File: src/kfi_pkg.sv
// Package: shared constants, opcodes and payload types of the keyframe pose interpolator.
`timescale 1ns / 1ps
package kfi_pkg;
   localparam int MAX_KEYS   = 16;
   localparam int KEY_BITS   = $clog2(MAX_KEYS);
   localparam int KCNT_BITS  = KEY_BITS + 1;
   localparam int COORD_BITS = 32;
   localparam int N_COORD    = 6;
   localparam int DUR_BITS   = 16;
   localparam int DIFF_BITS  = COORD_BITS + 1;
   localparam int PROD_BITS  = DIFF_BITS + DUR_BITS;
   localparam int MAG_BITS   = PROD_BITS - 1;
   localparam int SUM_BITS   = PROD_BITS + 1;
   localparam int STEP_BITS  = $clog2(MAG_BITS + 1);

   localparam logic [0:0] CSR_LOOP_ENABLE = 1'b0;
   localparam logic [0:0] CSR_KEY_COUNT   = 1'b1;

   typedef enum logic [1:0] {
      OP_LOAD  = 2'd0,
      OP_TICK  = 2'd1,
      OP_START = 2'd2,
      OP_NONE  = 2'd3
   } op_type;

   typedef struct packed {
      logic [1:0]                    opcode;
      logic [3:0]                    key_index;
      logic [DUR_BITS-1:0]           key_duration;
      logic signed [COORD_BITS-1:0]  view_x;
      logic signed [COORD_BITS-1:0]  view_y;
      logic signed [COORD_BITS-1:0]  view_z;
      logic signed [COORD_BITS-1:0]  target_x;
      logic signed [COORD_BITS-1:0]  target_y;
      logic signed [COORD_BITS-1:0]  target_z;
   } req_type;

   typedef struct packed {
      logic signed [COORD_BITS-1:0]  out_view_x;
      logic signed [COORD_BITS-1:0]  out_view_y;
      logic signed [COORD_BITS-1:0]  out_view_z;
      logic signed [COORD_BITS-1:0]  out_target_x;
      logic signed [COORD_BITS-1:0]  out_target_y;
      logic signed [COORD_BITS-1:0]  out_target_z;
      logic                          still_running;
   } rsp_type;

   typedef logic [N_COORD-1:0][COORD_BITS-1:0] row_type;
endpackage

File: src/kfi_front.sv
// Front end: accepts requests, drops unused opcodes and queues the rest for the back end.
`timescale 1ns / 1ps
module kfi_front (
   input  logic             clock,
   input  logic             reset,
   input  logic             req_valid,
   output logic             req_stall,
   input  kfi_pkg::req_type req_data,
   output logic             cmd_valid,
   input  logic             cmd_pop,
   output kfi_pkg::req_type cmd_data
);
   kfi_pkg::req_type q_mem[2];
   logic       wr_ptr_ff, wr_ptr_in;
   logic       rd_ptr_ff, rd_ptr_in;
   logic [1:0] count_ff, count_in;
   logic       push;
   logic       pop;

   assign req_stall = (count_ff == 2'd2);
   assign cmd_valid = (count_ff != 2'd0);
   assign cmd_data  = q_mem[rd_ptr_ff];
   assign push      = req_valid && !req_stall &&
                      (req_data.opcode != kfi_pkg::OP_NONE);
   assign pop       = cmd_pop && cmd_valid;

   always_comb begin
      wr_ptr_in = push ? ~wr_ptr_ff : wr_ptr_ff;
      rd_ptr_in = pop ? ~rd_ptr_ff : rd_ptr_ff;
      count_in  = count_ff + {1'b0, push} - {1'b0, pop};
   end

   always_ff @(posedge clock) begin
      if (reset) begin
         wr_ptr_ff <= 1'b0;
         rd_ptr_ff <= 1'b0;
         count_ff  <= 2'd0;
      end else begin
         wr_ptr_ff <= wr_ptr_in;
         rd_ptr_ff <= rd_ptr_in;
         count_ff  <= count_in;
      end
   end

   always_ff @(posedge clock) begin
      if (push) begin
         q_mem[wr_ptr_ff] <= req_data;
      end
   end
endmodule

File: config.mk
export PLATFORM = sky130hd
export DESIGN_NAME = kfi_front
export DESIGN_NICKNAME = d
export VERILOG_FILES = /design/src/kfi_pkg.sv /design/src/kfi_front.sv
export SDC_FILE = /design/constraint.sdc
export NUM_CORES = 1
export LEC_CHECK = 0
export BUFFER_PORTS_ARGS = -buffer_cell sky130_fd_sc_hd__clkbuf_2
export CAP_MARGIN = 20
export CORE_ASPECT_RATIO = 1.2
export CORE_MARGIN = 10
export CORE_UTILIZATION = 50
export CTS_CLUSTER_DIAMETER = 40
export DETAILED_ROUTE_END_ITERATION = 10
export GPL_TIMING_DRIVEN = 1
export PLACE_DENSITY = 0.76
export SYNTH_ARGS = -nofsm -noshare
export SYNTH_HDL_FRONTEND = slang
export SYNTH_SLANG_ARGS = --single-unit
File: constraint.sdc
create_clock -name clock -period 33.1 [get_ports clock]
set_clock_uncertainty 0.2 [all_clocks]
set_input_delay 6.62 -clock clock [delete_from_list [all_inputs] [get_ports clock]]
set_output_delay 6.62 -clock clock [all_outputs]
set_load 0.05 [all_outputs]
# [Word level (Yosys, flattened, before mapping)]
# Memory sizes are Yosys's and may differ from the RTL's. A register that Yosys moved wholly into a read port is not among the register bits.
# Index checks and enable logic that the tools add are counted.
[word_totals] register_bits=4 mem_bits_rw=428 in_bits=218 wordCells=19 mem_count=1
[op_classes] addsub=2 n_eq_ne=2 muxes=4 bitwise_logic=2 n_reduce_logical=5
[mem_list] memory="q_mem" depth=2 width=214 rd=1 rd_ports_with_merged_regs=1 write_ports=1 line_no="kfi_front.sv:13" text="kfi_pkg::req_type q_mem[2];"
[ops] cell="1-bit two-way mux" n=4
[ops] cell="1-bit logical AND" n=3
[ops] cell="2-bit by 1-bit adder with 2-bit output" n=1
[ops] cell="2-bit equality test (second input constant)" n=1
[ops] cell="2-bit inequality test (second input constant)" n=1
[ops] cell="1-bit NOT" n=2
[ops] cell="2-bit nonzero test" n=1
[ops] cell="2-bit by 1-bit subtractor with 2-bit output" n=1
[ops] cell="1-bit zero test" n=1

# [Logic depth before layout (Yosys ltp)]
# Gate-level depths: netlist of the first run.
[depth] depth_word=6 ltp_mapped=8 depth_no_buf=8

# [Least setup slack after synthesis of the first run]
# No wires, ideal clock.
[synth_timing] path_type="input-to-reg" start="input req_data[212] (netlist name)" end="memory q_mem[0][0] (netlist name), enable pin" setup_ps=791 arrival_time_ps=15686 setup_slack_ps=16423 cell_stages=3 cell_sequence="nand2_1 -> nand3b_4 -> nor2_1"
[synth_between] elab_chain_len=4
[synth_rtl] element="start: declaration" line_no="kfi_front.sv:8" text="input kfi_pkg::req_type req_data,"
[synth_rtl] element="2-bit inequality test" line_no="kfi_front.sv:24" text="(req_data.opcode != kfi_pkg::OP_NONE);"
[synth_rtl] element="1-bit logical AND" line_no="kfi_front.sv:23" text="assign push = req_valid && !req_stall &&"
[synth_rtl] element="1-bit two-way mux" line_no="kfi_front.sv:46" text="if (push) begin"
[synth_rtl] element="1-bit two-way mux (not written as such)" line_no="kfi_front.sv:47" text="q_mem[wr_ptr_ff] <= req_data;"
[synth_rtl] element="end: declaration" line_no="kfi_front.sv:13"
# No other way between the ends.

==> results list, run 1 <==
- Compound-cell area share of the yosys netlist: 0.0459%
* Initial core utilization: 50.7%
- The count of pins over their slew limit was 0.
- Clock tree synthesis inserted a total of 46 buffers.
- Fraction of the mapped netlist area in simple logic gates: 0.490%
* Chip width: 185 um
- GRT Residual Overflow: 0
- Final std cell area, no fill: 20,400 um^2
- Of all flip-flops after synthesis, the portion carrying an async set or reset was 0%.
- Counting distinct cell types in the post-synthesis netlist gives 19.
- After synthesis the netlist holds a flip-flop and latch count of 433.
- Counting every net in the synthesized netlist gives 913.
- Number of cell rows: 72
* Type of element capturing the critical path: output port
- The library cell used most frequently in the layout, excluding fill and tap cells, is sky130_fd_sc_hd__clkbuf_2.
- Worst Setup Path Type: reg -> out
* Layout overhead on the synthesized area: 24.7%
- RSZ-0062 raised after global routing: false
* Vias/cell: 5.08
- Most heavily used metal layer in global routing: met2
- DRC violations left: 0
- Final setup TNS: 0 ns
- Min Tclk post-route: 10.58 ns
- The longest clock path from root to sink contains 3 buffers.
- Placeable core region: 32,300 um^2
- STA classifies the critical path startpoint as a flip-flop.
- The first global-routing pass estimated 52,200 um of wire.
- Count of instances resized after the clock tree is built: 0
- Via count: 8,183
- Boundary Pins: 434
* Post-Synth XOR/XNOR Area: 0.107%
* Fill cell count: 2,329
- Routed length per placed instance: 22.6 um
- Layout cells sized above 1: 61.2%
- Along the worst path, the maximum fanout reaches 54.
- Met1 GRT Util: 17.9%
* Cell mode on critical path: sky130_fd_sc_hd__buf_4
- Number of max-capacitance violations reported: 0
* Cell with the biggest individual delay on the critical path: sky130_fd_sc_hd__dfxtp_4
* Crit share post-route: 32.0%
* Clock root buffer master: sky130_fd_sc_hd__clkbuf_16
* Clk slew on worst S/H paths: 0.06 ns
- The detailed router finished its first iteration with 454 violations.
* Total length of routed wires: 36,400 um
- Total placed cells including tap cells: 1,518
- CTS built an H-tree with a depth of 2.
- The synthesized netlist occupies a cell area of 16,400 um^2.
- Total power for the finished layout comes to 1.91 mW.
- Measured against its own limit, the worst slew margin works out to 30.2%.
- Routability-driven placement finished with a final weighted congestion of 0.746.
* Sink Count: 433
- Buffers inserted to repair hold after CTS numbered 0.
* Floorplan die height: 218 um
* Slew at the pin closest to its max-slew limit: 1.05 ns
- In this run, synthesis inferred 428 flip-flops with an integrated enable.
- The flow ran to the end, and the final reports show no timing, DRC or antenna violations.
- Worst path max stage delay: 0.84 ns
* Dominant register cell in the synthesized netlist: sky130_fd_sc_hd__edfxtp_1
- The floorplan step defined a die boundary enclosing 40,400 um^2.
- Traced cell by cell, the critical path runs through buf_4 -> buf_4 -> buf_16 -> mux2_2 -> clkbuf_2.
- The worst hold path begins at rd_ptr_ff.
* Clock latency reported for the late side of the worst-skew pair: 0.55 ns
* Maximum clock frequency: 94.5 MHz
* Mux contribution to synthesized area: 18.5%
- For this run, the share of the core covered by cells in the final layout is 63.2%.
- Largest family of logic cells by synthesized area: multiplexers
- Number of input and output port buffers inserted: 433
* Reported leakage power: 7.98 nW
* Final setup viols: 0
- The first detailed-routing pass took 5 iterations.
- After the flow finishes, the layout carries non-filler instances totaling 1,611.
- GRT Overall Usage: 17.2%
* Met3 capacity usage during global routing: 7.32%
* Number of cells produced by synthesis: 693
* Power density relative to cell area: 93.7 nW/um^2
- After legalization and detailed placement, the total HPWL measured 25,900 um.
* Post-CTS Setup Bufs: 0
- Commonest non-fill, non-tap cells in the layout: sky130_fd_sc_hd__clkbuf_2, sky130_fd_sc_hd__edfxtp_1, sky130_fd_sc_hd__mux2_4
- Share of synthesized area occupied by flip-flops and latches: 79.2%
* Data arrival at the endpoint of the critical path: 3.76 ns
- Peak supply drop: 66.1 uV
- For this run, the post-layout net count is 1,380.
* Post-synthesis adder-cell area fraction: 0.153%
* FF-to-FF Start: count_ff[1]
- Entering global routing, the biggest net connects 76 pins.
* Number of hold-slack violations in the final timing report: 0
- The detail route stage leaves a number of antenna-violating nets equal to 0.
- Each instance of the synthesized netlist takes up on average 23.6 um^2.
- The initial antenna violation count was 10.
- Critical Path RT: 26.28 ns
- For met2 alone, demand over resource in global routing was 29.8%.
- Yosys printed 0 warnings.
* Placement-stage cell area: 18,900 um^2
* Number of global-route vias before repair: 8,900
- Worst min-delay path class: reg -> reg
- TritonCTS built the clock tree.
[logic make-up (layout without fill, tap and decap cells)]
kind of cell	count (synthesis)	after routing
adder cells (fa/ha/maj)	2	2
other	0	11
multiplexers	215	215
flip-flops	433	433
XOR/XNOR	2	2
AND/OR/NAND/NOR	14	14
buffers and inverters	26	526
AO/OA/AOI/OAI	1	1
[worst paths after layout]
kind                       end  slack (ns)  depth (start not counted)
hold / removal       flip-flop        0.32                          2
hold reg to reg      flip-flop        0.32                          2
setup reg to reg  q_mem[1][49]       29.44                          5
setup / recovery   cmd_data[8]       22.52                          5
[state kept, by name, indices dropped and copies added, names as in the netlist, named ones only]
| register | flops |
|---|---|
| wr_ptr_ff | 1 |
| rd_ptr_ff | 1 |
| count_ff | 2 |
| q_mem | 428 |
[per-layer routing]
layer	vias to the layer above	wire (um)
li1	3724	-
met4	0	960
met5	-	0
met3	64	3690
met2	339	19200
met1	4056	12600
[cells in the mapped netlist (2+ instances only)]
| cell | count | area [um^2] |
|---|---|---|
| sky130_fd_sc_hd__edfxtp_1 | 428 | 12900 |
| sky130_fd_sc_hd__mux2_4 | 160 | 2400 |
| sky130_fd_sc_hd__mux2_2 | 54 | 608 |
| sky130_fd_sc_hd__buf_6 | 19 | 214 |
| sky130_fd_sc_hd__nor2_1 | 7 | 26.3 |
| sky130_fd_sc_hd__buf_2 | 5 | 25.0 |
| sky130_fd_sc_hd__dfxtp_1 | 5 | 100 |
| sky130_fd_sc_hd__ha_1 | 2 | 25.0 |
| sky130_fd_sc_hd__inv_1 | 2 | 7.51 |
| sky130_fd_sc_hd__nor2b_1 | 2 | 12.5 |
[worst max-delay path, delay by kind of cell, from the launching register on]
family	cells	cell delay, ns
buffers and inverters	4	1.89
DFF	1	0.84
muxes	1	0.38
[power by group]
| group | leakage, nW | internal, mW | total, mW | switching, mW |
|---|---|---|---|---|
| registers | 4.00 | 0.684 | 0.712 | 0.0280 |
| logic | 3.28 | 0.215 | 0.708 | 0.494 |
| clock network | 0.703 | 0.286 | 0.490 | 0.204 |
[per-stage QoR]
| stage | worst slack [ns] | hold slack (ns) |
|---|---|---|
| 5_1_grt | 22.33 | 0.393 |
| 3_3_place_gp | 22.86 | 0.300 |
| 6_report | 22.52 | 0.325 |
| 2_1_floorplan | 16.42 | 0.281 |
| 4_1_cts | 22.26 | 0.328 |
| 3_5_place_dp | 22.85 | 0.306 |
[cell type report]
class                           instances  area, um^2  area share (%)
Antenna cell                           11        27.5           0.135
Clock buffer                           53        1240            6.09
Clock inverter                         28         224            1.10
Inverter                                2        7.51          0.0368
Multi-Input combinational cell        234        3170            15.5
Sequential cell                       433       13000            63.5
Tap cell                              407         509            2.50
Timing Repair Buffer                  443        2260            11.1
No activity file was read; power rests on OpenSTA's default activity.
==> run 2, diff against run 1 <==
- ABC_AREA: not set -> 1
- clock period: 33.1 -> 10.9 ns (I/O delays scaled with it)
==> run 2 against run 1 <==
- sequential share of layout area fell by 0.53 points
- final cell count is 0.56% higher
- cell area is 0.85% higher
- flip-flop and latch count is the same
- routed wire length down 2.5%
- synthesized cell count is 1.9% higher
- first-iteration DRC count increased by 1.8%
- critical path depth down 2
- power increased to 2.8 times the previous value
- non-clock buffer count down 1
==> results list, run 2 <==
- In the synthesized netlist the dominant register cell turns out to be sky130_fd_sc_hd__edfxtp_1.
- After global routing the overflow that remains totals 0.
- DRC violations left: 0
* Fill cell count: 2,272
* Async set-reset flop share out of synthesis: 0%
- Area used by multi-input combinational logic: 3140 um^2
* Slew at the pin closest to its max-slew limit: 1.08 ns
* Commonest non-fill, non-tap cells in the layout: sky130_fd_sc_hd__clkbuf_2, sky130_fd_sc_hd__edfxtp_1, sky130_fd_sc_hd__mux2_4
- Reported leakage power: 8.12 nW
- Relative to the synthesized area, the layout overhead comes to 25.7%.
- Util after Layout: 63.8%
* Final Total Pwr: 5.44 mW
- Top cells by area in the synthesized netlist: sky130_fd_sc_hd__edfxtp_1, sky130_fd_sc_hd__mux2_4, sky130_fd_sc_hd__mux2_2
* Number of cells produced by synthesis: 706
- Registers are responsible for 38.6% of the overall power.
- Min Tclk post-route: 5.27 ns
* Final setup viols: 0
- The count of pins over their slew limit is 0.
* Data arrival at the endpoint of the critical path: 2.89 ns
- Summing all flip-flop and latch instances after layout gives 13,000 um^2.
- The internal portion of the total power is 3.58 mW.
- Final std cell area, no fill: 20,600 um^2
- Setup repair after global routing left no endpoint under its margin.
- The register with the most flip-flops in the layout has 428 of them.
- Launching element type of the critical path: flip-flop
- Crit path setup slack, layout: 5.63 ns
- In this run, synthesis inferred 428 flip-flops with an integrated enable.
- The die is 218 um tall.
- Sum of net half-perimeters after detailed placement: 25,000 um
- Number of input and output port buffers inserted: 433
* Global-route wire length before repair: 51,500 um
- Worst R2R Setup Slack: 7.60 ns
- Final setup TNS: 0 ns
- HP Start: rd_ptr_ff
- Measured in cells, the most critical reg-to-reg path has a length of 5.
* Vias/cell: 5.03
- In the final design database the tool counted 1,393 nets.
* Most frequent cell after synthesis: sky130_fd_sc_hd__edfxtp_1
* Critical Path RT: 8.52 ns
* Cell depth of the worst min-delay path: 2
- In this run the critical register-to-register path is captured at q_mem[1][187].
- The via count of the first global-routing pass came to 8,768.
- The worst-case IR drop observed on VDD is 218 uV.
- The worst hold path belongs to the class reg -> reg.
* Maximum clock frequency: 190 MHz
* Share of power burned in the clock network: 30.0%
- Share of total power in combinational logic: 31.4%
- The number of nets handed over by synthesis was 926.
- Total Die Area: 40,400 um^2
- The worst setup path is of the reg -> out kind.
- Outcome: finished, final reports clean
- Of all nets on the critical path, the largest fanout is 62.
- Total length of routed wires: 35,500 um
* Type of element capturing the critical path: output port
- Leaving out fill and tap cells, the most frequent cell in the layout is sky130_fd_sc_hd__clkbuf_2.
- Of the cells placed in the final design, the portion with a size suffix greater than 1 is 60.6%.
* Placement-stage cell area: 18,900 um^2
- The startpoint identified for the worst register-to-register timing path is count_ff[0].
- Routed Antenna Nets: 0
- During synthesis, Yosys emitted a total of 0 warnings.
- The number of clock buffers added by TritonCTS is 47.
- For this run, the total global-route usage over all layers was measured as 16.9%.
- Counting every sink on the clock net gives 433.
- Biggest registers after layout: q_mem: 428 flops, count_ff: 2 flops
- Worst-case headroom to the max-slew limit: 28.1%
- Number of detailed-route iterations in the first pass: 4
- For this configuration, the core starts out at a cell density of 50.7%.
- Dividing the final minimum period by the clock period gives 48.3%.
* Clock root buffer master: sky130_fd_sc_hd__clkbuf_16
- The floorplan step defined a core boundary enclosing 32,300 um^2.
- TritonCTS built the clock tree.
- Power density relative to cell area: 265 nW/um^2
- Entering global routing, the biggest net connects 136 pins.
* DRC marker count from the first detailed-route iteration: 462
- The initial antenna violation count is 6.
- Post-synth design cell area: 16,400 um^2
- Number of cell rows: 72
* Commonest cells in the netlist: sky130_fd_sc_hd__edfxtp_1, sky130_fd_sc_hd__mux2_4, sky130_fd_sc_hd__mux2_2, sky130_fd_sc_hd__buf_6, sky130_fd_sc_hd__inv_1
- Routed length per placed instance: 21.9 um
* Number of max-capacitance violations reported: 0
* Mean instance size in the synthesized netlist: 23.2 um^2
- Portion of synthesized cell area occupied by the leading cell type: 78.6%
- For this design the total switching power over the nets is 1.86 mW.
* Clk slew on worst S/H paths: 0.06 ns
- The clock reaches the later pin of the worst-skew pair after 0.54 ns.
* Library cell with the largest summed area after synthesis: sky130_fd_sc_hd__edfxtp_1
* Via count: 8,153
* Flop and latch count out of synthesis: 433
* Number of hold-slack violations in the final timing report: 0
* H-Tree Level Count: 2
- Share of synthesized area occupied by flip-flops and latches: 79.2%
* Boundary Pins: 434
- Max Root-Sink Buffers: 3
- Share of total power consumed by net switching: 34.2%
- Measured along the x axis, the die boundary spans 185 um.
- After synthesis, the netlist uses 14 different library cells.
- For this design, the CTS-stage hold fixing added 0 buffers.
* Post-place setup slack: 5.77 ns
- Post-CTS Setup Bufs: 0
- Count of instances resized after the clock tree is built: 0
- GPL Wtd Cong: 0.753
* Register containing the most flip-flops in the final layout: q_mem
==> run 2: layer usage <==
layer	wire [um]	track usage, %	vias to the layer above
met4	1020	6.21	8
li1	-	-	3753
met5	66	0	-
met2	18400	29.4	334
met3	3410	6.42	70
met1	12600	18.3	3988
==> run 2: layout make-up <==
type / count / share of cell area (%)
multi-input cells: 238 / 15.3
well taps: 407 / 2.48
flip-flops and latches: 433 / 63.0
clock inverters: 25 / 1.67
clock buffers: 61 / 6.28
repair buffers: 442 / 11.1
inverters: 11 / 0.237
diodes: 3 / 0.0365
==> run 2: power groups by stage <==
stage          Sequential [mW]  Clock, mW  Combinational [mW]
2_1_floorplan             2.14          0                1.40
3_3_place_gp              2.12          0                1.71
3_5_place_dp              2.14          0                1.72
4_1_cts                   2.10       1.67                1.73
5_1_grt                   2.12       1.75                1.78
6_report                  2.10       1.63                1.71
==> run 2: worst max path at each step <==
stage | endpoint | slack, ns | cells past startpoint
3_3_place_gp | q_mem[0][139] | 5.77 | 6
6_report | cmd_data[49] | 5.63 | 3
5_1_grt | cmd_data[0] | 5.47 | 3
4_1_cts | cmd_data[27] | 5.49 | 3
3_5_place_dp | q_mem[1][4] | 5.77 | 5
2_1_floorplan | q_mem[0][0] | 2.28 | 3
==> run 2: kinds of logic after synthesis <==
kind of cell	Yosys count	share of synthesized area (%)
multiplexers	214	18.4
buffers and inverters	35	1.71
flip-flops	433	79.2
AO/OA/AOI/OAI	2	0.0765
AND/OR/NAND/NOR	20	0.497
adder cells (fa/ha/maj)	2	0.153
==> run 2: stage by stage <==
stage | instances | hold slack [ns]
2_1_floorplan | 706 | 0.251
3_3_place_gp | 1529 | 0.271
3_5_place_dp | 1530 | 0.266
4_1_cts | 1616 | 0.281
5_1_grt | 1619 | 0.317
6_report | 1620 | 0.282
==> run 2: critical path, stage by stage, from the launching register on <==
cell,delay [ns]
sky130_fd_sc_hd__dfxtp_4,0.73
sky130_fd_sc_hd__buf_4,0.86
sky130_fd_sc_hd__mux2_2,0.42
sky130_fd_sc_hd__clkbuf_2,0.24
==> run 3, diff against run 2 <==
- ABC_AREA: 1 -> 0
- clock period: 10.9 -> 5.4 ns (I/O delays scaled with it)
==> run 3 against run 2 <==
- clock-buffer cell count decreased by 6
- die area about the same
- via count increased by 0.88%
- non-clock buffer count increased by 2
- setup slack got worse by 4.0 ns
- critical path type unchanged
- critical endpoint is now cmd_data[46]
==> results list, run 3 (synthesized netlist as in run 1, its figures left out) <==
- The flow ran to the end, and the final reports show no timing, DRC or antenna violations.
- Final setup viols: 0
* Chip width: 185 um
- The register with the most flip-flops in the layout has 428 of them.
- Boundary Pins: 434
- Of the cells placed in the final design, the portion with a size suffix greater than 1 is 61.4%.
- Met3 capacity usage during global routing: 6.34%
* GRT Overall Usage: 17.3%
* # nets final: 1,381
- The worst hold path begins at rd_ptr_ff.
* TritonCTS clock tree: built
* CTS buffer count: 46
- After detailed routing, the number of remaining DRC violations is 0.
- In this design, the stage delay of the slowest critical-path cell is 0.70 ns.
- Global routing finished with a remaining overflow of 0.
- The final count of hold timing violations came to 0.
* Endpoint, Worst Hold: rd_ptr_ff
- After clock tree synthesis, the clock-pin slew on the worst setup and hold paths is 0.06 ns.
- For this run, global-route usage on met2 was measured as 30.1%.
- Once the clock tree was built, the resizer swapped 0 gates to a different size.
- Reported leakage power: 8.06 nW
- Total Die Area: 40,400 um^2
- Clock latency on the worst-skew pair, taken at its later pin, is 0.55 ns.
* Crit share post-route: 69.8%
- Final setup TNS: 0 ns
* Number of detailed-route iterations in the first pass: 4
- Sum of net half-perimeters after detailed placement: 25,600 um
* Critical Path RT: 4.12 ns
- Routed length per placed instance: 22.6 um
- Number of cell rows: 72
* Number of input and output port buffers inserted: 433
- The detail route stage leaves a number of antenna-violating nets equal to 0.
* Launching element type of the critical path: flip-flop
- In this run the deepest clock path goes through 3 buffers.
- STA classifies the critical path endpoint as an output port.
* Clock root buffer master: sky130_fd_sc_hd__clkbuf_16
- Vias/cell: 5.10
- Number of antenna violations at the first check in global routing: 10
- From bottom edge to top edge, the die measures 218 um.
- The count of pins over their slew limit was 0.
* Number of max-capacitance violations reported: 0
- The H-tree was split into 2 levels.
- Along the worst hold path, the cell count comes to 2.
- The region available for standard cell placement spans 32,300 um^2.
* RSZ-0062 raised after global routing: false
- Critical Path Fanout Max: 70
- Compared with the post-synthesis result, the final layout area differs by 25.5%.
- Post-place setup slack: 2.20 ns
* Biggest registers after layout: q_mem: 428 flops, count_ff: 2 flops
- FF-to-FF Start: count_ff[1]
- Commonest non-fill, non-tap cells in the layout: sky130_fd_sc_hd__clkbuf_2, sky130_fd_sc_hd__edfxtp_1, sky130_fd_sc_hd__mux2_4
* Peak supply drop: 469 uV
- Walking the worst path, the cells encountered are buf_12 -> mux2_2 -> clkbuf_2.
- Via count: 8,225
- The number of setup buffers added after CTS is 0.
- Largest net degree at the start of global routing: 126
- Min Tclk post-route: 3.77 ns
- Most heavily used metal layer in global routing: met2
* Number of global-route vias before repair: 8,908
* GPL Wtd Cong: 0.783
- More flip-flops sit in one register than any other, and that register is q_mem.
- For the pin with the worst max-slew slack, the measured transition is 0.998 ns.
* Cts-stage hold buffer count: 0
- Maximum clock frequency: 265 MHz
- Worst R2R Setup Slack: 3.04 ns
* Data arrival at the endpoint of the critical path: 2.49 ns
* Worst-case headroom to the max-slew limit: 33.5%
- For this configuration, the core starts out at a cell density of 50.7%.
- The worst setup path is of the reg -> out kind.
- After layout, the worst setup slack is 1.63 ns.
* Total length of routed wires: 36,400 um
- DRC marker count from the first detailed-route iteration: 494
* Global-route wire length before repair: 52,800 um
* Met1 GRT Util: 17.9%
* Most common library cell in the layout ignoring fill and taps: sky130_fd_sc_hd__clkbuf_2
- Measured in cells, the most critical reg-to-reg path has a length of 4.
- Worst min-delay path class: reg -> reg
- Fill cell count: 2,254
- For this design the ratio of total power to cell area is 579 nW/um^2.
- Cell with the biggest individual delay on the critical path: sky130_fd_sc_hd__dfxtp_4
- Sink Count: 433
- The endpoint identified for the worst register-to-register timing path is q_mem[1][107].
[run 3: final cells by class]
class                      instances  area, um^2  share of cell area, %
tap                              407         509                   2.48
clock inverter                    31         322                   1.57
inverter                           2        7.51                 0.0366
antenna                            6        15.0                 0.0732
clock buffer                      55        1250                   6.08
timing repair buffer             444        2300                   11.2
sequential                       433       13000                   63.1
multi-input combinational        234        3170                   15.4
[run 3: report_power, final]
group	switching, mW	leakage [nW]	internal [mW]
Combinational	3.05	3.29	1.32
Sequential	0.153	4.00	4.19
Clock	1.26	0.770	1.91
[run 3: metal layers]
metal | routed length (um) | vias to the layer above
met3 | 3250 | 84
li1 | - | 3724
met1 | 12500 | 4062
met2 | 19000 | 349
met4 | 1590 | 6
met5 | 43 | -
[run 3: worst max-delay path, delay by kind of cell (launching register included)]
kind	cells	cell delay, ns
mux	1	0.40
buf+inv	2	0.68
flops	1	0.70
[run 3: metrics by stage]
stage	cell area [um^2]	total power [mW]	hold WS (ns)	instances	util (%)
floorplan	16400	8.03	0.281	693	-
finish	20500	11.9	0.326	1612	63.6
global route	20500	12.3	0.364	1612	63.6
global placement	18900	8.79	0.292	1520	58.7
detailed placement	18900	8.83	0.309	1520	58.7
CTS	20500	12.0	0.326	1606	63.6
[run 3: worst max path at each step]
stage                     slack [ns]  cells past startpoint           end     startpoint
after CTS                       1.59                      3  cmd_data[46]      flip-flop
after global placement          2.22                      3  cmd_data[46]      flip-flop
final                           1.63                      3  cmd_data[46]      flip-flop
after floorplan                -2.11                      3   q_mem[0][0]  req_data[212]
after global routing            1.53                      3  cmd_data[46]      flip-flop
after detailed placement        2.20                      3  cmd_data[46]      flip-flop
